### config.mk
export PLATFORM = sky130hd
export DESIGN_NAME = sal_ram
export DESIGN_NICKNAME = d
export VERILOG_FILES = /design/src/sal_ram.sv
export SDC_FILE = /design/constraint.sdc
export NUM_CORES = 1
export LEC_CHECK = 0
export ABC_AREA = 1
export ABC_CLOCK_PERIOD_IN_PS = 1700
export BUFFER_PORTS_ARGS = -buffer_cell sky130_fd_sc_hd__clkbuf_2
export CORE_MARGIN = 4
export CORE_UTILIZATION = 50
export DETAILED_ROUTE_END_ITERATION = 16
export GPL_ROUTABILITY_DRIVEN = 0
export GPL_TIMING_DRIVEN = 0
export PLACE_DENSITY = 0.74
export SYNTH_ARGS = -nofsm -noshare
export SYNTH_HDL_FRONTEND = slang
export SYNTH_SLANG_ARGS = --single-unit
### constraint.sdc
create_clock -name clk -period 1.7 [get_ports clk]
set_clock_uncertainty 0.2 [all_clocks]
set_input_delay 0.085 -clock clk [delete_from_list [all_inputs] [get_ports clk]]
set_output_delay 0.085 -clock clk [all_outputs]
set_load 0.01 [all_outputs]
### src/sal_ram.sv
// ----------------------------------------------------------------------------
// sal_ram: simple dual-port RAM
// One write port and one read port with registered read data.
// ----------------------------------------------------------------------------
`default_nettype none

module sal_ram #(
  parameter int DW    = 8,
  parameter int DEPTH = 2
) (
  input  wire logic                     clk,
  input  wire logic                     we,
  input  wire logic [$clog2(DEPTH)-1:0] wa,
  input  wire logic [DW-1:0]            wd,
  input  wire logic [$clog2(DEPTH)-1:0] ra,
  output logic      [DW-1:0]            rd
);

  logic [DW-1:0] mem [DEPTH];

  // write one entry
  always_ff @(posedge clk) begin
    if (we) begin
      mem[wa] <= wd;
    end
  end

  // registered read
  always_ff @(posedge clk) begin
    rd <= mem[ra];
  end

endmodule

`default_nettype wire

==> impl_metrics.csv, run 1 <==
group,metric,value,unit
clock_tree,cts_setup_buffers,0,
sta,rsz0062_at_grt,"false",
drt,route.detailed.drc,0,
drt,first_pass_iters,4,
drt,finalWirelength,1.00,mm
critical_path,required,1.41,ns
drt,drtIter0Drc,9,
clock_tree,hold_buffers,9,
sta,finalHoldViolCount,0,
clock_tree,cts-buffers-inserted,3,
synth,synthCells,54,
clock_tree,htree_levels,1,
synth,synth_area_per_cell,14.1,µm²
floorplanning,rows,13,
cells_and_area,finalNetCount,98,
pwr,powerDensity,1010,nW/µm²
clock_tree,clk_pin_slew_worst_paths,0.11,ns
clock_tree,cts_tree,"yes",
synth,syn-num-nets,66,
synth,synth_warnings,0,
cells_and_area,register_area,641,µm²
sta,clock.fmax,0.955,GHz
synth,synth_area_leader_cell,"edfxtp_1",
clock_tree,worstSkewPairLatency,0.29,ns
cells_and_area,antenna_cells,0,
sta,setup_viol,0,
floorplanning,start_util,55.7,%
synth,synth_seq_area_share,84.2,%
clock_tree,cts_sinks,24,
floorplanning,dieArea,2210,µm²
critical_path,setup.worst_path.class,"register to primary output",
global_route,grt_pass1_vias,430,
clock_tree,clockBufferDepth,2,
drt,ant_nets,0,
cells_and_area,fillCellCount,84,
sta,setup-tns-final,0,ns
critical_path,r2r-start,"mem[0][2]",
min_path,hold_path_depth,2,
cells_and_area,drive_above_1_share,27.1,%
synth,synth_top_area_share,63.2,%
sta,worst_slew_pin_slew,0.645,ns
critical_path,endpoint_kind,"primary output",
synth,synth-seq-cells,24,
min_path,hp-class,"input port to register",
critical_path,worst_r2r_endpoint,"rd[2]",
placement,port_buffers,18,
critical_path,max_stage_delay,0.34,ns
floorplanning,die_height,47.0,µm
synth,synth_area_leaders,"edfxtp_1 63%, dfxtp_1 21%, nand2_1 12%, buf_6 1.5%, inv_1 0.99%",
synth,synth_top_family_by_area,"simple AND/OR/NAND/NOR gates",
global_route,grt_usage,12.3,%
job,drv_cap,0,
synth,muxShareOfSynthArea,0,%
pwr,vdd_ir_drop_max,691,µV
cells_and_area,multi_input_area,97.6,µm²
synth,synth_xor_area_share,0,%
sta,post-route-min-period,1.05,ns
drt,post_drt_wl_per_cell,10.0,µm
global_route,antenna_found_initial,0,
global_route,grt_max_degree,14,
cells_and_area,area_delta_synth_final,29.6,%
critical_path,path_cells,"clkbuf_2",
global_route,grt_pass1_wl,1.80,mm
sta,slew_headroom,56.9,%
critical_path,path_delay_family,"flip-flops",
critical_path,reg2reg_depth,2,
critical_path,cp_max_fo,1,
cells_and_area,final_core_util,72.2,%
clock_tree,ctsResizeCount,0,
critical_path,cp.arrival,0.76,ns
critical_path,startpoint_type,"register",
critical_path,rrSetupSlack,0.91,ns
floorplanning,top_level_ports,20,
synth,synth-simple-area-share,12.8,%
clock_tree,cts_root_buffer,"clkbuf_4",
synth,syn_area,761,µm²
drt,dr_total_vias,445,
drt,routed_via_density,4.45,
min_path,worstHoldEndpoint,"mem[0][5]",
pwr,total_leakage_power,0.444,nW
sta,finalMaxSlewViolations,0,
run_status,status,"completed",
synth,yosysUniqueCellTypes,7,
global_route,grt_overflow,0,
sta,period_share,61.6,%
min_path,holdCritStartpoint,"wa",
floorplanning,core-area,1370,µm²
synth,synth_compound_area_share,0,%
critical_path,critPathBufInv,1,
critical_path,slowest_stage,"dfxtp_1",
synth,synth-adder-area-share,0,%
floorplanning,die_w,47.0,µm
[synthesized netlist by cell type]
master and number:
dfxtp_1 8, nand2_1 25, inv_1 2, inv_2 1
buf_6 1, edfxtp_1 16, nor2_1 1
[per-stage QoR]
step           power, mW  cells  instance area (µm²)  setup WS, ns  hold WS (ns)
2_1_floorplan      0.726     54                  761         0.655       -0.0161
3_3_place_gp       0.759     87                  870         0.415        0.0731
4_1_cts             1.00    100                  986         0.645        0.0268
6_report           0.995    100                  986         0.653        0.0205
5_1_grt             1.06    100                  986         0.577        0.0170
3_5_place_dp       0.763     87                  870         0.390        0.0772
[flip-flops by register name (all words and copies together) (netlist names)]
name  flops
mem      16
rd        8
[final cells by class]
cell class / instances / share of cell area, %
buffer: 1 / 1.14
sequential: 24 / 65.0
timing repair buffer: 27 / 18.3
clock inverter: 1 / 0.381
multi-input combinational: 26 / 9.90
inverter: 3 / 1.14
clock buffer: 3 / 2.28
tap: 15 / 1.90
[worst max path at each step]
stage | from | to | cells past startpoint
2_1_floorplan | we | mem[0][0] | 2
4_1_cts | rd[5] | rd[5] | 1
6_report | rd[7] | rd[7] | 1
5_1_grt | rd[7] | rd[7] | 1
3_5_place_dp | we | mem[0][6] | 3
3_3_place_gp | we | mem[0][0] | 3
[cell families (layout without fill, tap and decap cells)]
family                 count (synthesis)  in the layout
AND/OR/NAND/NOR                       26             26
flip-flops                            24             24
buffers and inverters                  4             35
[routing by layer]
| metal | global-route usage, % | share of wire [%] | vias up | wire length [µm] |
|---|---|---|---|---|
| met3 | 3.45 | 6.0 | 2 | 60 |
| met1 | 13.6 | 36 | 193 | 365 |
| met5 | 0 | 0 | - | 0 |
| met4 | 4.97 | 1.2 | 0 | 12 |
| li1 | - | - | 239 | - |
| met2 | 22.0 | 56 | 11 | 562 |
[where the power goes]
part | leakage, nW | switching, mW | internal [mW]
logic | 0.211 | 0.0445 | 0.0431
registers | 0.218 | 0.00970 | 0.667
clock network | 0.0154 | 0.145 | 0.0853
total | 0.444 | 0.199 | 0.796
[placed cells by master, fill, tap and decap left out, drive strengths merged]
| cell type | count |
|---|---|
| dfxtp | 8 |
| dlygate4sd3 | 9 |
| buf | 1 |
| nand2 | 25 |
| nor2 | 1 |
| edfxtp | 16 |
| clkbuf | 21 |
| inv | 3 |
| clkinv | 1 |
Note: power is estimated with default switching activity, not from simulation.
==> run 2: changes to the inputs <==
- ABC_AREA: 1 -> 0
- ABC_CLOCK_PERIOD_IN_PS: 1700 -> 870
- CORE_UTILIZATION: 50 -> 44
- PLACE_DENSITY: 0.74 -> 0.69
- clock period: 1.7 -> 0.87 ns (I/O delays scaled with it)
==> run 2 against run 1 <==
The flow now finishes with violations (hold timing, setup timing). Routed wire length fell by 8.0%. Worst hold slack got worse by 0.16 ns. Via count fell by 16%. Combinational power rose by 140%. Final area rose by 5.1%.
==> impl_metrics.csv, run 2 <==
group,metric,value,unit
sta,finalMaxSlewViolations,0,
run_status,failed_checks,"hold timing, setup timing",
clock_tree,worstSkewPairLatency,0.30,ns
sta,slew_headroom,71.9,%
floorplanning,rows,14,
critical_path,cp_max_fo,1,
synth,synth_area_per_cell,22.4,µm²
pwr,total_leakage_power,0.423,nW
clock_tree,htree_levels,1,
cells_and_area,finalNetCount,78,
clock_tree,hold_buffers,8,
drt,routed_via_density,4.18,
clock_tree,clk_pin_slew_worst_paths,0.11,ns
pwr,powerDensity,1920,nW/µm²
clock_tree,cts_setup_buffers,0,
pwr,vdd_ir_drop_max,1390,µV
cells_and_area,top_register,"mem",
synth,ys_dominant_reg_cell,"edfxtp_1",
clock_tree,cts-buffers-inserted,3,
job,drv_cap,0,
synth,synthCells,35,
synth,synth_area_leader_cell,"edfxtp_1",
floorplanning,die_w,50.2,µm
drt,post_drt_wl_per_cell,10.3,µm
synth,yosys-top-cells-count,"16 x edfxtp_1, 8 x dfxtp_1, 8 x mux2_4",
cells_and_area,drive_above_1_share,52.3,%
synth,syn_area,785,µm²
synth,synth_edf_count,16,
critical_path,required,0.63,ns
sta,period_share,114,%
floorplanning,core-area,1590,µm²
critical_path,path_delay_family,"flip-flops",
global_route,grt_pass1_wl,1.52,mm
sta,post-route-min-period,0.988,ns
sta,clock.fmax,1.01,GHz
critical_path,critPathBufInv,1,
global_route,antenna_found_initial,0,
critical_path,cp.arrival,0.74,ns
placement,dp_hpwl,617,µm
sta,setup_viol,16,
sta,worst_slew_pin_slew,0.419,ns
cells_and_area,antenna_cells,0,
drt,ant_nets,0,
critical_path,startpoint_type,"register",
floorplanning,dieArea,2520,µm²
global_route,grt_max_degree,14,
synth,syn-num-nets,47,
cells_and_area,area_delta_synth_final,32.1,%
synth,async_flop_share,0,%
run_status,status,"finished, violations left",
floorplanning,start_util,49.2,%
sta,setup-tns-final,-1.47,ns
critical_path,slowest_stage,"dfxtp_2",
floorplanning,top_level_ports,20,
global_route,grt_pass1_vias,353,
synth,synth_most_common_cell,"edfxtp_1",
floorplanning,die_height,50.2,µm
cells_and_area,layout_common_cells,"16 x edfxtp_1, 10 x clkbuf_2, 8 x mux2_4, 8 x dlygate4sd3_1",
sta,rsz0062_at_grt,"true",
cells_and_area,layout_commonest_cell,"edfxtp_1",
drt,dr_total_vias,372,
synth,synth_area_leaders,"edfxtp_1 61%, dfxtp_1 20%, mux2_4 15%, buf_6 1.4%, and2_1 0.80%",
clock_tree,cts_tree,"yes",
drt,finalWirelength,921,µm
clock_tree,cts_sinks,24,
drt,drtIter0Drc,2,
drt,first_pass_iters,2,
placement,port_buffers,18,
critical_path,setup.worst_path.class,"register to primary output",
critical_path,max_stage_delay,0.33,ns
global_route,grt_usage,8.50,%
cells_and_area,reg.largest.list,"mem: 16 flops, rd: 8 flops",
cells_and_area,largest_reg_flops,16,
synth,synth_warnings,0,
synth,synth-seq-cells,24,
synth,synth_seq_area_share,81.7,%
clock_tree,clockBufferDepth,2,
global_route,grt_overflow,0,
drt,route.detailed.drc,0,
critical_path,path_cells,"buf_6",
sta,fin_ws,-0.118,ns
cells_and_area,fillCellCount,102,
sta,holdWs,-0.144,ns
critical_path,endpoint_kind,"primary output",
sta,finalHoldViolCount,16,
min_path,hp-class,"input port to register",
synth,synth_top_area_share,61.2,%
clock_tree,cts_root_buffer,"clkbuf_4",
synth,yosysUniqueCellTypes,6,
==> run 2: path summary, 6_finish.rpt <==
kind,depth (start not counted),to,from,slack (ns)
setup / recovery,1,rd[4],rd[4],-0.12
hold / removal,2,rd[5],ra,-0.14
setup reg to reg,1,rd[3],mem[0][3],-0.09
hold reg to reg,1,rd[5],mem[0][5],0.28
==> run 2: power by group <==
group          total [mW]  internal, mW  leakage (nW)  switching, mW
clock               0.459         0.167        0.0154          0.292
sequential           1.33          1.31         0.218         0.0202
combinational       0.207         0.132         0.190         0.0743
total                1.99          1.61         0.423          0.386
==> run 2: layout make-up <==
cell class              instances  area (µm²)  area share [%]
clock inverters                 1        3.75           0.362
flip-flops and latches         24         644            62.2
clock buffers                   3        22.5            2.17
repair buffers                 26         189            18.2
multi-input cells              10         135            13.0
well taps                      24        30.0            2.90
plain buffers                   1        11.3            1.09
==> run 2: repair_timing <==
item | CTS | global route
endpoints found under the hold margin | 32 | 16
resized for setup | 0 | 14
setup endpoints to repair | 16 | 16
==> run 2: kinds of logic after synthesis <==
family        share of synthesized area [%]
simple gates                           1.60
buf+inv                                1.44
flops                                  81.7
mux                                    15.3
==> run 2: metrics by stage <==
step                      std cells  cell area (µm²)  setup WS, ns  total power, mW  util [%]
after floorplan                  35              787       -0.0412             1.45         -
after global placement           77              907        -0.192             1.51      56.9
after detailed placement         77              907        -0.227             1.52      56.9
after CTS                        89             1010        -0.141             1.99      63.6
after global routing             89             1040        -0.174             2.10      65.0
final                            89             1040        -0.118             1.99      65.0
==> run 2: layer usage <==
metal	up-vias	track usage (%)	routed length, µm
li1	187	-	-
met1	169	8.00	328
met2	16	15.0	528
met3	0	4.44	65
met4	0	4.15	0
met5	-	0	0
